--- config.mk ---
export PLATFORM = sky130hd
export DESIGN_NAME = one_wire_bus_master_flat
export DESIGN_NICKNAME = d
export VERILOG_FILES = /design/src/rtl/core/owbm_pkg.sv /design/src/rtl/core/owbm_req_if.sv /design/src/rtl/core/owbm_rsp_if.sv /design/src/rtl/core/owbm_cfg_if.sv /design/src/rtl/core/owbm_front.sv /design/src/rtl/core/owbm_queue.sv /design/src/rtl/core/owbm_back.sv /design/src/rtl/core/one_wire_bus_master.sv /design/src/flat_wrapper.sv
export SDC_FILE = /design/constraint.sdc
export NUM_CORES = 1
export LEC_CHECK = 0
export BUFFER_PORTS_ARGS = -buffer_cell sky130_fd_sc_hd__clkbuf_2
export CORE_ASPECT_RATIO = 2
export CORE_MARGIN = 2
export CORE_UTILIZATION = 50
export CTS_BUF_LIST = sky130_fd_sc_hd__clkbuf_8
export CTS_CLUSTER_SIZE = 10
export DETAILED_ROUTE_END_ITERATION = 10
export HOLD_SLACK_MARGIN = 0.05
export PLACE_DENSITY_LB_ADDON = 0.15
export SYNTH_ARGS = -nofsm -noshare
export SYNTH_HDL_FRONTEND = slang
export SYNTH_SLANG_ARGS = --single-unit
--- constraint.sdc ---
create_clock -name clk -period 2.97 [get_ports clk]
set_input_delay 0 -clock clk [delete_from_list [all_inputs] [get_ports clk]]
set_output_delay 0 -clock clk [all_outputs]
set_load 0.05 [all_outputs]
--- src/rtl/core/owbm_pkg.sv ---
// ----------------------------------------------------------------------------
// owbm_pkg: shared types and constants of the 1-wire bus master
// command codes, phase encoding, register indexes and reset values
// ----------------------------------------------------------------------------
package owbm_pkg;

    localparam int BITS_PER_BYTE = 8;
    localparam int CFG_IDX_W     = 3;
    localparam int CFG_DATA_W    = 10;
    localparam int CNT_W         = 10;

    typedef enum logic [1:0] {
        OP_TICK  = 2'd0,
        OP_RESET = 2'd1,
        OP_WRITE = 2'd2,
        OP_READ  = 2'd3
    } op_t;

    typedef enum logic [5:0] {
        PH_IDLE     = 6'b000001,
        PH_RST_LOW  = 6'b000010,
        PH_RST_WAIT = 6'b000100,
        PH_RST_REST = 6'b001000,
        PH_WRITE    = 6'b010000,
        PH_READ     = 6'b100000
    } phase_t;

    localparam logic [CFG_IDX_W-1:0] CFG_RESET_LOW     = 3'd0;
    localparam logic [CFG_IDX_W-1:0] CFG_PRESENCE_WAIT = 3'd1;
    localparam logic [CFG_IDX_W-1:0] CFG_PRESENCE_REST = 3'd2;
    localparam logic [CFG_IDX_W-1:0] CFG_ONE_LOW       = 3'd3;
    localparam logic [CFG_IDX_W-1:0] CFG_ZERO_LOW      = 3'd4;
    localparam logic [CFG_IDX_W-1:0] CFG_SLOT          = 3'd5;
    localparam logic [CFG_IDX_W-1:0] CFG_READ_SAMPLE   = 3'd6;

    localparam logic [9:0] RST_RESET_LOW     = 10'd480;
    localparam logic [7:0] RST_PRESENCE_WAIT = 8'd70;
    localparam logic [9:0] RST_PRESENCE_REST = 10'd410;
    localparam logic [5:0] RST_ONE_LOW       = 6'd6;
    localparam logic [6:0] RST_ZERO_LOW      = 7'd60;
    localparam logic [7:0] RST_SLOT          = 8'd70;
    localparam logic [6:0] RST_READ_SAMPLE   = 7'd15;

    localparam logic [2:0] LAST_BIT = 3'(BITS_PER_BYTE - 1);

    // classified command as it sits in the queue
    typedef struct packed {
        op_t        op;
        logic [7:0] data_byte;
        logic       bus_level;
    } cmd_t;

    typedef struct packed {
        logic valid;
        cmd_t cmd;
    } q_push_t;

    typedef struct packed {
        logic valid;
        cmd_t cmd;
    } q_head_t;

endpackage

--- src/rtl/core/owbm_req_if.sv ---
// ----------------------------------------------------------------------------
// owbm_req_if: command and tick channel
// valid/ready handshake carrying func, data_byte and bus_level
// ----------------------------------------------------------------------------
interface owbm_req_if;
    logic       valid;
    logic       ready;
    logic [1:0] func;
    logic [7:0] data_byte;
    logic       bus_level;

    modport source (output valid, output func, output data_byte, output bus_level,
                    input ready);
    modport sink (input valid, input func, input data_byte, input bus_level,
                  output ready);
endinterface

--- src/rtl/core/owbm_rsp_if.sv ---
// ----------------------------------------------------------------------------
// owbm_rsp_if: result channel
// valid/ready handshake carrying bus drive, status flags and read byte
// ----------------------------------------------------------------------------
interface owbm_rsp_if;
    logic       valid;
    logic       ready;
    logic       pull_low;
    logic       busy_res;
    logic       done_res;
    logic       presence_seen;
    logic [7:0] read_value;

    modport source (output valid, output pull_low, output busy_res, output done_res,
                    output presence_seen, output read_value, input ready);
    modport sink (input valid, input pull_low, input busy_res, input done_res,
                  input presence_seen, input read_value, output ready);
endinterface

--- src/rtl/core/owbm_cfg_if.sv ---
// ----------------------------------------------------------------------------
// owbm_cfg_if: register write channel
// valid/ready handshake carrying register index and write data
// ----------------------------------------------------------------------------
interface owbm_cfg_if;
    logic       valid;
    logic       ready;
    logic [2:0] index;
    logic [9:0] data;

    modport source (output valid, output index, output data, input ready);
    modport sink (input valid, input index, input data, output ready);
endinterface

--- src/rtl/core/owbm_front.sv ---
// ----------------------------------------------------------------------------
// owbm_front: input stage
// accepts items while the queue has room and classifies the function code
// ----------------------------------------------------------------------------
module owbm_front (
    owbm_req_if.sink          req,
    input  logic              q_full,
    output owbm_pkg::q_push_t push
);
    import owbm_pkg::*;

    op_t op;

    always_comb
    begin
        unique case (req.func)
            2'd1:    op = OP_RESET;
            2'd2:    op = OP_WRITE;
            2'd3:    op = OP_READ;
            default: op = OP_TICK;
        endcase
    end

    assign req.ready = !q_full;

    always_comb
    begin
        push.valid         = req.valid && !q_full;
        push.cmd.op        = op;
        // data only matters for a write start, level only for a tick
        push.cmd.data_byte = (op == OP_WRITE) ? req.data_byte : 8'd0;
        push.cmd.bus_level = (op == OP_TICK) ? req.bus_level : 1'b1;
    end

endmodule

--- src/rtl/core/owbm_queue.sv ---
// ----------------------------------------------------------------------------
// owbm_queue: command queue
// small fifo between the front and back stages
// ----------------------------------------------------------------------------
module owbm_queue #(
    parameter int DEPTH = 2
) (
    input  logic              clk,
    input  logic              rst_n,
    input  owbm_pkg::q_push_t push,
    input  logic              pop,
    output logic              full,
    output owbm_pkg::q_head_t head
);
    import owbm_pkg::*;

    localparam int PW = (DEPTH > 1) ? $clog2(DEPTH) : 1;
    localparam int CW = $clog2(DEPTH + 1);
    localparam logic [PW-1:0] LAST_PTR = PW'(DEPTH - 1);

    cmd_t            mem [DEPTH];
    logic [PW-1:0]   wr_ptr_reg, wr_ptr_next;
    logic [PW-1:0]   rd_ptr_reg, rd_ptr_next;
    logic [CW-1:0]   count_reg, count_next;
    logic            do_pop;

    assign full       = (count_reg == CW'(DEPTH));
    assign head.valid = (count_reg != '0);
    assign head.cmd   = mem[rd_ptr_reg];
    assign do_pop     = pop && head.valid;

    always_comb
    begin
        wr_ptr_next = wr_ptr_reg;
        rd_ptr_next = rd_ptr_reg;
        count_next  = count_reg;
        if (push.valid)
        begin
            wr_ptr_next = (wr_ptr_reg == LAST_PTR) ? '0 : wr_ptr_reg + 1'b1;
        end
        if (do_pop)
        begin
            rd_ptr_next = (rd_ptr_reg == LAST_PTR) ? '0 : rd_ptr_reg + 1'b1;
        end
        if (push.valid && !do_pop)
        begin
            count_next = count_reg + 1'b1;
        end
        else if (!push.valid && do_pop)
        begin
            count_next = count_reg - 1'b1;
        end
    end

    always_ff @(posedge clk or negedge rst_n)
    begin
        if (!rst_n)
        begin
            wr_ptr_reg <= '0;
            rd_ptr_reg <= '0;
            count_reg  <= '0;
        end
        else
        begin
            wr_ptr_reg <= wr_ptr_next;
            rd_ptr_reg <= rd_ptr_next;
            count_reg  <= count_next;
        end
    end

    always_ff @(posedge clk)
    begin
        if (push.valid)
        begin
            mem[wr_ptr_reg] <= push.cmd;
        end
    end

`ifndef SYNTHESIS
    a_no_overflow: assert property (@(posedge clk) disable iff (!rst_n)
        full |-> !push.valid)
        else $error("push into a full command queue");
    a_count_bound: assert property (@(posedge clk) disable iff (!rst_n)
        count_reg <= CW'(DEPTH))
        else $error("queue count beyond depth");
    a_pop_drains: assert property (@(posedge clk) disable iff (!rst_n)
        (do_pop && !push.valid && count_reg == CW'(1)) |=> !head.valid)
        else $error("queue not empty after last pop");
`endif

endmodule

--- src/rtl/core/owbm_back.sv ---
// ----------------------------------------------------------------------------
// owbm_back: bus sequencer
// runs the reset, write and read phases one item per cycle while rsp does not
// stall, holds the timing registers and the result register
// ----------------------------------------------------------------------------
module owbm_back (
    input  logic              clk,
    input  logic              rst_n,
    input  owbm_pkg::q_head_t head,
    output logic              pop,
    owbm_cfg_if.sink          cfg,
    owbm_rsp_if.source        rsp
);
    import owbm_pkg::*;

    // timing registers
    logic [9:0] reset_low_reg;
    logic [7:0] presence_wait_reg;
    logic [9:0] presence_rest_reg;
    logic [5:0] one_low_reg;
    logic [6:0] zero_low_reg;
    logic [7:0] slot_reg;
    logic [6:0] read_sample_reg;

    // sequencer state
    phase_t           phase_reg, phase_next;
    logic [CNT_W-1:0] tick_count_reg, tick_count_next;
    logic [2:0]       bit_index_reg, bit_index_next;
    logic [7:0]       shift_reg, shift_next;
    logic             presence_reg, presence_next;
    logic [7:0]       last_read_reg, last_read_next;
    logic             drive_reg, drive_next;
    logic             done;

    // result register
    logic             out_valid_reg;
    logic             out_pull_low_reg, out_busy_reg, out_done_reg, out_presence_reg;
    logic [7:0]       out_read_reg;

    logic [CNT_W-1:0] cnt_inc;
    logic [7:0]       slot_len;
    logic [9:0]       reset_len;
    logic [7:0]       wait_len;
    logic [6:0]       sample_raw;
    logic [7:0]       sample_pt;
    logic [6:0]       low_len;
    logic             step;

    assign step    = head.valid && (!out_valid_reg || rsp.ready);
    assign pop     = step;
    assign cfg.ready = 1'b1;

    assign cnt_inc    = tick_count_reg + 1'b1;
    assign slot_len   = (slot_reg == '0) ? 8'd1 : slot_reg;
    assign reset_len  = (reset_low_reg == '0) ? 10'd1 : reset_low_reg;
    assign wait_len   = (presence_wait_reg == '0) ? 8'd1 : presence_wait_reg;
    assign sample_raw = (read_sample_reg == '0) ? 7'd1 : read_sample_reg;
    assign sample_pt  = ({1'b0, sample_raw} > slot_len) ? slot_len : {1'b0, sample_raw};
    assign low_len    = shift_reg[0] ? {1'b0, one_low_reg} : zero_low_reg;

    always_comb
    begin
        phase_next      = phase_reg;
        tick_count_next = tick_count_reg;
        bit_index_next  = bit_index_reg;
        shift_next      = shift_reg;
        presence_next   = presence_reg;
        last_read_next  = last_read_reg;
        drive_next      = drive_reg;
        done            = 1'b0;

        if (head.cmd.op != OP_TICK)
        begin
            // a command while busy is dropped
            if (phase_reg == PH_IDLE)
            begin
                tick_count_next = '0;
                bit_index_next  = '0;
                drive_next      = 1'b1;
                unique case (head.cmd.op)
                    OP_RESET:
                    begin
                        phase_next    = PH_RST_LOW;
                        presence_next = 1'b0;
                    end
                    OP_WRITE:
                    begin
                        phase_next = PH_WRITE;
                        shift_next = head.cmd.data_byte;
                    end
                    default:
                    begin
                        phase_next = PH_READ;
                        shift_next = '0;
                    end
                endcase
            end
        end
        else if (phase_reg != PH_IDLE)
        begin
            tick_count_next = cnt_inc;
            unique case (phase_reg)
                PH_RST_LOW:
                begin
                    drive_next = 1'b1;
                    if (cnt_inc >= reset_len)
                    begin
                        phase_next      = PH_RST_WAIT;
                        tick_count_next = '0;
                        drive_next      = 1'b0;
                    end
                end
                PH_RST_WAIT:
                begin
                    drive_next = 1'b0;
                    if (cnt_inc >= {2'b00, wait_len})
                    begin
                        presence_next   = !head.cmd.bus_level;
                        tick_count_next = '0;
                        if (presence_rest_reg == '0)
                        begin
                            phase_next = PH_IDLE;
                            done       = 1'b1;
                        end
                        else
                        begin
                            phase_next = PH_RST_REST;
                        end
                    end
                end
                PH_RST_REST:
                begin
                    drive_next = 1'b0;
                    if (cnt_inc >= presence_rest_reg)
                    begin
                        phase_next = PH_IDLE;
                        done       = 1'b1;
                    end
                end
                PH_WRITE:
                begin
                    drive_next = (cnt_inc < {3'b000, low_len});
                    if (cnt_inc >= {2'b00, slot_len})
                    begin
                        shift_next = {1'b0, shift_reg[7:1]};
                        if (bit_index_reg == LAST_BIT)
                        begin
                            bit_index_next = '0;
                            phase_next     = PH_IDLE;
                            done           = 1'b1;
                        end
                        else
                        begin
                            bit_index_next  = bit_index_reg + 1'b1;
                            tick_count_next = '0;
                            drive_next      = 1'b1;
                        end
                    end
                end
                PH_READ:
                begin
                    drive_next = (cnt_inc < {4'b0000, one_low_reg});
                    if (cnt_inc == {2'b00, sample_pt})
                    begin
                        shift_next = {head.cmd.bus_level, shift_reg[7:1]};
                    end
                    if (cnt_inc >= {2'b00, slot_len})
                    begin
                        if (bit_index_reg == LAST_BIT)
                        begin
                            bit_index_next = '0;
                            last_read_next = shift_next;
                            phase_next     = PH_IDLE;
                            done           = 1'b1;
                        end
                        else
                        begin
                            bit_index_next  = bit_index_reg + 1'b1;
                            tick_count_next = '0;
                            drive_next      = 1'b1;
                        end
                    end
                end
                default:
                begin
                    phase_next = PH_IDLE;
                end
            endcase
        end

        if (phase_next == PH_IDLE)
        begin
            drive_next = 1'b0;
        end
    end

    always_ff @(posedge clk or negedge rst_n)
    begin
        if (!rst_n)
        begin
            reset_low_reg     <= RST_RESET_LOW;
            presence_wait_reg <= RST_PRESENCE_WAIT;
            presence_rest_reg <= RST_PRESENCE_REST;
            one_low_reg       <= RST_ONE_LOW;
            zero_low_reg      <= RST_ZERO_LOW;
            slot_reg          <= RST_SLOT;
            read_sample_reg   <= RST_READ_SAMPLE;
        end
        else if (cfg.valid)
        begin
            unique case (cfg.index)
                CFG_RESET_LOW:     reset_low_reg     <= cfg.data;
                CFG_PRESENCE_WAIT: presence_wait_reg <= cfg.data[7:0];
                CFG_PRESENCE_REST: presence_rest_reg <= cfg.data;
                CFG_ONE_LOW:       one_low_reg       <= cfg.data[5:0];
                CFG_ZERO_LOW:      zero_low_reg      <= cfg.data[6:0];
                CFG_SLOT:          slot_reg          <= cfg.data[7:0];
                CFG_READ_SAMPLE:   read_sample_reg   <= cfg.data[6:0];
                default:           ;
            endcase
        end
    end

    always_ff @(posedge clk or negedge rst_n)
    begin
        if (!rst_n)
        begin
            phase_reg      <= PH_IDLE;
            tick_count_reg <= '0;
            bit_index_reg  <= '0;
            shift_reg      <= '0;
            presence_reg   <= 1'b0;
            last_read_reg  <= '0;
            drive_reg      <= 1'b0;
        end
        else if (step)
        begin
            phase_reg      <= phase_next;
            tick_count_reg <= tick_count_next;
            bit_index_reg  <= bit_index_next;
            shift_reg      <= shift_next;
            presence_reg   <= presence_next;
            last_read_reg  <= last_read_next;
            drive_reg      <= drive_next;
        end
    end

    always_ff @(posedge clk or negedge rst_n)
    begin
        if (!rst_n)
        begin
            out_valid_reg <= 1'b0;
        end
        else if (step)
        begin
            out_valid_reg <= 1'b1;
        end
        else if (rsp.ready)
        begin
            out_valid_reg <= 1'b0;
        end
    end

    always_ff @(posedge clk)
    begin
        if (step)
        begin
            out_pull_low_reg <= drive_next;
            out_busy_reg     <= (phase_next != PH_IDLE);
            out_done_reg     <= done;
            out_presence_reg <= presence_next;
            out_read_reg     <= last_read_next;
        end
    end

    assign rsp.valid         = out_valid_reg;
    assign rsp.pull_low      = out_pull_low_reg;
    assign rsp.busy_res      = out_busy_reg;
    assign rsp.done_res      = out_done_reg;
    assign rsp.presence_seen = out_presence_reg;
    assign rsp.read_value    = out_read_reg;

`ifndef SYNTHESIS
    a_idle_released: assert property (@(posedge clk) disable iff (!rst_n)
        (phase_reg == PH_IDLE) |-> !drive_reg)
        else $error("bus driven low while idle");
    a_done_not_busy: assert property (@(posedge clk) disable iff (!rst_n)
        (rsp.valid && rsp.done_res) |-> !rsp.busy_res)
        else $error("done reported while still busy");
    a_bit_index_in_byte: assert property (@(posedge clk) disable iff (!rst_n)
        (bit_index_reg != '0) |-> (phase_reg == PH_WRITE || phase_reg == PH_READ))
        else $error("bit index left over outside a byte transfer");
    a_start_drives_low: assert property (@(posedge clk) disable iff (!rst_n)
        (step && phase_reg == PH_IDLE && head.cmd.op != OP_TICK) |=> drive_reg)
        else $error("command start did not pull the bus low");
`endif

endmodule

--- src/rtl/core/one_wire_bus_master.sv ---
// ----------------------------------------------------------------------------
// one_wire_bus_master: 1-wire bus master paced by microsecond ticks
// front stage, command queue and bus sequencer with result register
// ----------------------------------------------------------------------------
// usage
//   req: one item per transfer; func 0 is a one-microsecond tick carrying the
//     sampled bus level, 1 starts a reset with presence detect, 2 writes
//     data_byte, 3 reads a byte. a command arriving while busy is ignored.
//   rsp: exactly one result per request item, in order: pull_low drive for
//     the open-drain pad, busy and done flags, presence and last read byte.
//   cfg: register writes (index 0..6, timing tick counts), always ready;
//     write only while the block is idle.
// throughput: one item per cycle while rsp does not stall, set by the sequencer step.
// path: a request item is written into the queue, then stepped from the queue
//   into the result register once that register is free or its result is taken.
// reset: timing registers return to their defaults, the bus is released,
//   queue and result register are empty.
// stall: while rsp is not taken the result is held and items pile up in the
//   queue; req.ready falls only once the queue is full.
// ----------------------------------------------------------------------------
module one_wire_bus_master #(
    parameter int QUEUE_DEPTH = 2
) (
    input  logic        clk,
    input  logic        rst_n,
    owbm_req_if.sink    req,
    owbm_rsp_if.source  rsp,
    owbm_cfg_if.sink    cfg
);
    import owbm_pkg::*;

    q_push_t push;
    q_head_t head;
    logic    q_full;
    logic    pop;

    owbm_front u_front (
        .req    (req),
        .q_full (q_full),
        .push   (push)
    );

    owbm_queue #(
        .DEPTH (QUEUE_DEPTH)
    ) u_queue (
        .clk   (clk),
        .rst_n (rst_n),
        .push  (push),
        .pop   (pop),
        .full  (q_full),
        .head  (head)
    );

    owbm_back u_back (
        .clk   (clk),
        .rst_n (rst_n),
        .head  (head),
        .pop   (pop),
        .cfg   (cfg),
        .rsp   (rsp)
    );

endmodule

--- src/flat_wrapper.sv ---
// flat-port wrapper written by rule: the top's interface ports become plain ports
module one_wire_bus_master_flat import owbm_pkg::*;
#(
    parameter int QUEUE_DEPTH = 2
)
  (clk, rst_n, req_valid, req_func, req_data_byte, req_bus_level, req_ready, rsp_valid, rsp_pull_low, rsp_busy_res, rsp_done_res, rsp_presence_seen, rsp_read_value, rsp_ready, cfg_valid, cfg_index, cfg_data, cfg_ready);
  owbm_req_if req_i ();
  owbm_rsp_if rsp_i ();
  owbm_cfg_if cfg_i ();
  input  logic clk;
  input  logic rst_n;
  input wire logic [$bits(req_i.valid)-1:0] req_valid;
  input wire logic [$bits(req_i.func)-1:0] req_func;
  input wire logic [$bits(req_i.data_byte)-1:0] req_data_byte;
  input wire logic [$bits(req_i.bus_level)-1:0] req_bus_level;
  output wire logic [$bits(req_i.ready)-1:0] req_ready;
  output wire logic [$bits(rsp_i.valid)-1:0] rsp_valid;
  output wire logic [$bits(rsp_i.pull_low)-1:0] rsp_pull_low;
  output wire logic [$bits(rsp_i.busy_res)-1:0] rsp_busy_res;
  output wire logic [$bits(rsp_i.done_res)-1:0] rsp_done_res;
  output wire logic [$bits(rsp_i.presence_seen)-1:0] rsp_presence_seen;
  output wire logic [$bits(rsp_i.read_value)-1:0] rsp_read_value;
  input wire logic [$bits(rsp_i.ready)-1:0] rsp_ready;
  input wire logic [$bits(cfg_i.valid)-1:0] cfg_valid;
  input wire logic [$bits(cfg_i.index)-1:0] cfg_index;
  input wire logic [$bits(cfg_i.data)-1:0] cfg_data;
  output wire logic [$bits(cfg_i.ready)-1:0] cfg_ready;
  assign req_i.valid = req_valid;
  assign req_i.func = req_func;
  assign req_i.data_byte = req_data_byte;
  assign req_i.bus_level = req_bus_level;
  assign req_ready = req_i.ready;
  assign rsp_valid = rsp_i.valid;
  assign rsp_pull_low = rsp_i.pull_low;
  assign rsp_busy_res = rsp_i.busy_res;
  assign rsp_done_res = rsp_i.done_res;
  assign rsp_presence_seen = rsp_i.presence_seen;
  assign rsp_read_value = rsp_i.read_value;
  assign rsp_i.ready = rsp_ready;
  assign cfg_i.valid = cfg_valid;
  assign cfg_i.index = cfg_index;
  assign cfg_i.data = cfg_data;
  assign cfg_ready = cfg_i.ready;
  one_wire_bus_master #(.QUEUE_DEPTH(QUEUE_DEPTH)) u_core (.clk(clk), .rst_n(rst_n), .req(req_i), .rsp(rsp_i), .cfg(cfg_i));
endmodule
# [After elaboration in Yosys (flattened, before gate mapping)]
# Memory sizes are Yosys's and may differ from the RTL's.
# Index checks and enable logic that the tools add are counted.
[totals] register_bits=110 ramBits=22 input_bits=29 output_inout_bits=15 wordCells=180 mem_count=1
[mem_list] name="u_core.u_queue.mem" words=2 word_bits=11 rd=1 rd_ports_with_merged_regs=0 wr=1 line="owbm_queue.sv:21" rtl="cmd_t mem [DEPTH];"
[classes] addsub=6 order_cmp=7 n_eq_ne=27 mux=76 bitwise_logic=1 n_reduce_logical=39
[ops] op="two-way mux 8 bit" count=14
[ops] op="two-way mux 10 bit" count=8
[ops] op="two-way mux 6 bit" count=8
[ops] op="case mux 8 bit (2 select lines)" count=2
[ops] op="case mux 10 bit (3 select lines)" count=1
[ops] op="two-way mux 1 bit" count=27
[ops] op="case mux 6 bit (4 select lines)" count=1
[ops] op="greater-or-equal comparator 10 bit" count=2
[ops] op="greater-or-equal comparator 10 x 8 -> 1 bit" count=2
[ops] op="logical NOT 10 bit" count=2
[ops] op="two-way mux 3 bit" count=6
[ops] op="logical NOT 8 bit" count=2
[ops] op="two-way mux 7 bit" count=2
[ops] op="AND reduction 2 bit" count=7
[ops] op="nonzero test 2 bit" count=7
[ops] op="== test 3 bit (second input constant)" count=4
[ops] op="== test 6 x 1 -> 1 bit (second input constant)" count=2
[ops] op="inequality test 6 x 1 -> 1 bit (second input constant)" count=2
[ops] op="case mux 6 bit (2 select lines)" count=1
[ops] op="adder 10 x 1 -> 10 bit (second input constant)" count=1
[ops] op="== test 10 x 8 -> 1 bit" count=1
[ops] op="== test 2 bit (second input constant)" count=5
[ops] op="< comparator 10 x 6 -> 1 bit" count=1
[ops] op="< comparator 10 x 7 -> 1 bit" count=1
[ops] op="other kinds (33)" count=47

# [Depth between registers and ports, before layout]
[logic_depth] ltp_word=11 mapped_depth=16 ltp_nobuf=14

# [By module]
# Synthesis repeated with hierarchy kept, for this count alone.
[hier_totals] hier_cells=747 area_unflattened_um2=7775.0
[by_module_without_submodules] mod="owbm_back" n_inst=1 cells_each=684 area_each_um2=6673.9 seq_area_each_um2=2745.1
[by_module_without_submodules] mod="owbm_queue" n_inst=1 cells_each=50 area_each_um2=997.2 seq_area_each_um2=760.7
[by_module_without_submodules] mod="owbm_front" n_inst=1 cells_each=13 area_each_um2=103.8 seq_area_each_um2=0.0

# [Least setup slack after synthesis]
# OpenSTA, ideal clock, no wires.
[synth_path] path_kind="register -> register" from="register u_core.u_queue.rd_ptr_reg" to="register u_core.u_back.shift_reg[1]" setup_ns=0.067 arrival_time_ns=3.218 t_required_ns=2.903 path_slack_ns=-0.315 stages_incl_launch_ff=13 cell_sequence="dfrtp_1 > buf_1 > mux2i_1 > ha_1 > clkbuf_1 > inv_1 > ha_1 > nor4_1 > and2_1 > buf_1 > a31oi_1 > a31oi_4 > o221a_1"
[synth_between] elab_chain_cells=5 elab_cells_between_ends=13
[synth_rtl] item="start, declared" line="owbm_queue.sv:23" rtl="logic [PW-1:0] rd_ptr_reg, rd_ptr_next;"
[synth_rtl] item="start signal, assigned" line="owbm_queue.sv:66" rtl="rd_ptr_reg <= rd_ptr_next;"
[synth_rtl] item="memory read (2 x 11 bit) *"
[synth_rtl] item="== test 2 bit or == test 2 x 1 -> 1 bit (tied branches)" line="owbm_back.sv:80" rtl="unique case (head.cmd.op)"
[synth_rtl] item="case mux 8 bit (2 select lines)" line="owbm_back.sv:80"
[synth_rtl] item="two-way mux 8 bit" line="owbm_back.sv:75" rtl="if (phase_reg == PH_IDLE)"
[synth_rtl] item="two-way mux 8 bit" line="owbm_back.sv:72" rtl="if (head.cmd.op != OP_TICK)"
[synth_rtl] item="end signal, assigned" line="owbm_back.sv:241" rtl="shift_reg <= shift_next;"
[synth_rtl] item="end, declared" line="owbm_back.sv:29" rtl="logic [7:0] shift_reg, shift_next;"
# Mark *: on every way between the ends. The rest lies on a longest branch, timed or not. The select of a mux whose other input is x is not followed.
# A chain may end at the register's enable or synchronous reset.

# [Worst setup path in the final report]
[layout_path] from="register u_core.u_back.slot_reg[2]" to="register u_core.u_back.out_read_reg[7] (netlist: u_core.u_back.rsp.read_value[7]) (data pin)"
[layout_between] elab_chain_cells=11 elab_cells_between_ends=12
[layout_rtl] item="start, declared" line="owbm_back.sv:22" rtl="logic [7:0] slot_reg;"
[layout_rtl] item="start signal, assigned" line="owbm_back.sv:217" rtl="CFG_SLOT: slot_reg <= cfg.data[7:0];"
[layout_rtl] item="logical NOT 8 bit" line="owbm_back.sv:54" rtl="assign slot_len = (slot_reg == '0) ? 8'd1 : slot_reg;"
[layout_rtl] item="two-way mux 8 bit *" line="owbm_back.sv:54"
[layout_rtl] item="> comparator 7 x 8 -> 1 bit" line="owbm_back.sv:58" rtl="assign sample_pt = ({1'b0, sample_raw} > slot_len) ? slot_len : {1'b0, sample_raw};"
[layout_rtl] item="two-way mux 8 bit" line="owbm_back.sv:58"
[layout_rtl] item="== test 10 x 8 -> 1 bit" line="owbm_back.sv:163" rtl="if (cnt_inc == {2'b00, sample_pt})"
[layout_rtl] item="two-way mux 8 bit" line="owbm_back.sv:163"
[layout_rtl] item="two-way mux 8 bit" line="owbm_back.sv:169" rtl="if (bit_index_reg == LAST_BIT)"
[layout_rtl] item="two-way mux 8 bit *" line="owbm_back.sv:167" rtl="if (cnt_inc >= {2'b00, slot_len})"
[layout_rtl] item="two-way mux 8 bit *" line="owbm_back.sv:102" rtl="unique case (phase_reg)"
[layout_rtl] item="two-way mux 8 bit *" line="owbm_back.sv:99" rtl="else if (phase_reg != PH_IDLE)"
[layout_rtl] item="two-way mux 8 bit *" line="owbm_back.sv:72"
[layout_rtl] item="via u_core.u_back.last_read_next[7]" line="owbm_back.sv:31" rtl="logic [7:0] last_read_reg, last_read_next;"
[layout_rtl] item="end signal, assigned" line="owbm_back.sv:272" rtl="out_read_reg <= last_read_next;"
[layout_rtl] item="end, declared" line="owbm_back.sv:38" rtl="logic [7:0] out_read_reg;"
# Mark *: on every way through the listed nets, which the timed path passes. The rest lies on a longest branch.

==> impl_metrics.tcl <==
set metrics [dict create \
    status "finished with violations" \
    violations "negative setup slack" \
    grt_usage_pct 27.24 \
    holdPathStages 5 \
    min_to "u_core.u_back.presence_rest_reg[7]$_DFFE_PN1P_" \
    grt_pass1_wl_mm 34.71 \
    antenna_found_initial 0 \
    critPathLaunchType "register" \
    fin_nets 1029 \
    ys_ff_latch 132 \
    finalNonFillerCells 1146 \
    crit_arrival_ns 3.82 \
    p_leak_nw 4.659 \
    syn-num-nets 835 \
    hpwlAfterDp_mm 15.49 \
    io_buffers 42 \
    rr_endpoint "u_core.u_back.rsp.read_value[7]$_DFFE_PP_" \
    gp_congestion 0.8741 \
    peakVddDrop_v 0.0005169 \
    r2r_cells 14 \
    die_w_um 91.73 \
    grt_pass1_vias 6889 \
    ys_warn_count 0 \
    wl_per_cell_um 19.79 \
    worst_slack_ns -0.5271 \
    viasPerCell 5.811 \
    place_inst 1042 \
    grt_setup_unrepaired "yes" \
    insertion_delay_ns 0.46 \
    r2r_slack_ns -0.53 \
    wl_mm 22.68 \
    drc_errors 0 \
    cts_tree "yes" \
    crit_type "reg -> reg" \
    hold_violations 0 \
    drive_gt1_share_pct 42.41 \
    synth_cell_type_count 76 \
    syn_area_sq_um 7696 \
    fin_skew_ns 0.01778 \
    dieArea_sq_um 16460 \
    worstHoldPathType "in -> reg" \
    hold_start "cfg_index[0]" \
    powerDensity_nw_per_um2 823.5 \
    period_share_pct 117.7 \
    synth_ff_type "dfrtp_1" \
    diodes 0 \
    worstPathMaxFanout 5 \
    required_ns 3.29 \
    coreArea_sq_um 15210 \
    slew_viol_final 0 \
    highest_layer "met4" \
    final_common_cell "buf_4" \
    fp.dieH_um 179.5 \
    largest_reg_flops 22 \
    setup_viol 41 \
    gr-total-overflow 0 \
    initial_core_util_pct 50.58 \
    cts.sinks 132 \
    regMostFlops "u_core.u_queue.mem" \
    synth_edf_count 34 \
    fmax_ghz 0.2860 \
    yosysSeqAreaShare_pct 45.55 \
    cts_buffers 17 \
    fillers 1073 \
    drt_iter0_drc 383 \
    async_flop_share_pct 74.24 \
    grt_max_degree 61 \
    synthToLayoutAreaGrowth_pct 39.68 \
    maxSlewHeadroom_pct 31.82 \
    drv_cap 0 \
    fin_crit_ns 3.497 \
    yosysTopAreaCell "dfrtp_1" \
    ctsLongestPathBuffers 2 \
    syn_inst 741 \
    dr.pass1.iters 6 \
    final_cell_mix "buf_4, nand2_1, dfrtp_1" \
    ctsRootBufferMaster "clkbuf_8" \
    wl_met2_mm 12.46 \
    synth_top_area_share_pct 23.41 \
    cts-htree-levels 4 \
    reg2reg_from "u_core.u_back.slot_reg[2]$_DFFE_PN1P_" \
    num_rows 64 \
    ys_top_cells_by_area "dfrtp_1, edfxtp_1, ha_1" \
    met1_length_mm 7.721 \
    ant_nets 0 \
    pin_count 44 \
    routed-wl-met3_um 746 \
    cp-end-kind "register" \
    pre_cts_ws_ns -0.6100 \
    vias 6659 \
    syn_area_per_cell_sq_um 10.39 \
    tightest_slew_ns 1.015 \
    clkTransAtPathRegs_ns 0.08 \
]
worst max-delay path: stages (launching register included):
cell and delay, ns:
dfstp_2 0.55, inv_2 0.05, a41o_1 0.25, ha_1 0.28
nand4_1 0.08, o22a_1 0.24, o211ai_4 0.11, buf_6 0.14
mux2i_2 0.21, xnor2_1 0.12, nor4_2 0.29, buf_4 0.17
or3b_4 0.44, mux2_4 0.33, o21ai_2 0.11
layer usage:
metal  GRT usage, %  vias up
li1               -     3057
met1          27.60     3247
met2          50.03      240
met3          4.191      115
met4          18.33        0
met5              0        -
cells in the mapped netlist (5+ instances only):
master    instances
inv_1            52
xor2_1            8
nor4_1           12
clkbuf_1         23
o31ai_1           5
o221a_1           6
o21ai_1          28
nand2_1          88
a21oi_1          24
and2_1           11
nand2b_1          9
nor2_1           25
o21ai_0          36
dfstp_2          26
nand4_1           8
nand4b_1          5
ha_1             65
a21o_1            9
dfrtp_1          72
xnor2_1          11
nor3_1           12
mux2i_1          21
mux2_2           43
a211oi_1          6
edfxtp_1         34
nor2b_1           7
nand3_1          15
power breakdown:
part | leakage [nW] | switching [mW] | total [mW] | internal, mW
Combinational | 2.95 | 2.41 | 4.41 | 2.00
Sequential | 1.50 | 0.411 | 2.82 | 2.41
Clock | 0.204 | 0.787 | 1.62 | 0.837
Total | 4.66 | 3.61 | 8.85 | 5.25
metrics by stage:
step	hold WS, ns	cell area (sq um)	utilization, %	setup TNS, ns	power, mW
after floorplan	-0.2956	7812	-	-4.411	5.005
after global placement	0.1270	8877	58.35	-12.61	6.116
after detailed placement	0.1366	8877	58.35	-15.51	6.256
after CTS	0.08106	10300	67.70	-9.587	8.471
after global routing	0.1266	10750	70.66	-20.72	9.320
final	0.1033	10750	70.66	-13.94	8.853
cell type report:
class | instances | area (sq um) | share of cell area (%)
sequential | 132 | 3511 | 32.66
clock inverter | 15 | 181.4 | 1.688
timing repair buffer | 207 | 1679 | 15.62
tap | 198 | 247.7 | 2.304
inverter | 58 | 224.0 | 2.083
clock buffer | 17 | 234.0 | 2.176
multi-input combinational | 519 | 4673 | 43.47
logic make-up (layout without fill, tap and decap cells):
kind of cell | count (synthesis) | count (layout) | share of synthesized area, %
other | 1 | 1 | 0.04873
buffers and inverters | 91 | 297 | 4.763
DFF | 132 | 132 | 45.55
muxes | 66 | 66 | 9.364
AOI/OAI and AO/OA | 159 | 159 | 14.18
xor gates and xnor gates | 19 | 19 | 2.162
and+or+nand+nor | 208 | 209 | 13.36
adders and majority gates | 65 | 65 | 10.57
worst max path at each step:
stage                                                  from                                   endpoint  slack (ns)  depth (start not counted)
2_1_floorplan         u_core.u_back.slot_reg[6]$_DFFE_PN1P_     u_core.u_back.shift_reg[1]$_DFFE_PN0P_       -0.25                         14
3_3_place_gp          u_core.u_back.slot_reg[4]$_DFFE_PN0P_  u_core.u_back.rsp.read_value[0]$_DFFE_PP_       -0.50                         12
3_5_place_dp          u_core.u_back.slot_reg[4]$_DFFE_PN0P_  u_core.u_back.rsp.read_value[2]$_DFFE_PP_       -0.61                         12
4_1_cts               u_core.u_back.slot_reg[4]$_DFFE_PN0P_  u_core.u_back.rsp.read_value[7]$_DFFE_PP_       -0.45                         13
5_1_grt        u_core.u_back.read_sample_reg[2]$_DFFE_PN1P_  u_core.u_back.rsp.read_value[7]$_DFFE_PP_       -0.71                         14
6_report              u_core.u_back.slot_reg[2]$_DFFE_PN1P_  u_core.u_back.rsp.read_value[7]$_DFFE_PP_       -0.53                         14
repair_timing:
item	CTS	global route
endpoints found under the setup margin	45	47
resized for setup	95	55
endpoints found under the hold margin	123	0
hold buffers	25	0
pin swaps	70	54
cloned	1	0
setup buffers	33	21
No activity file was read; power rests on OpenSTA's default activity.
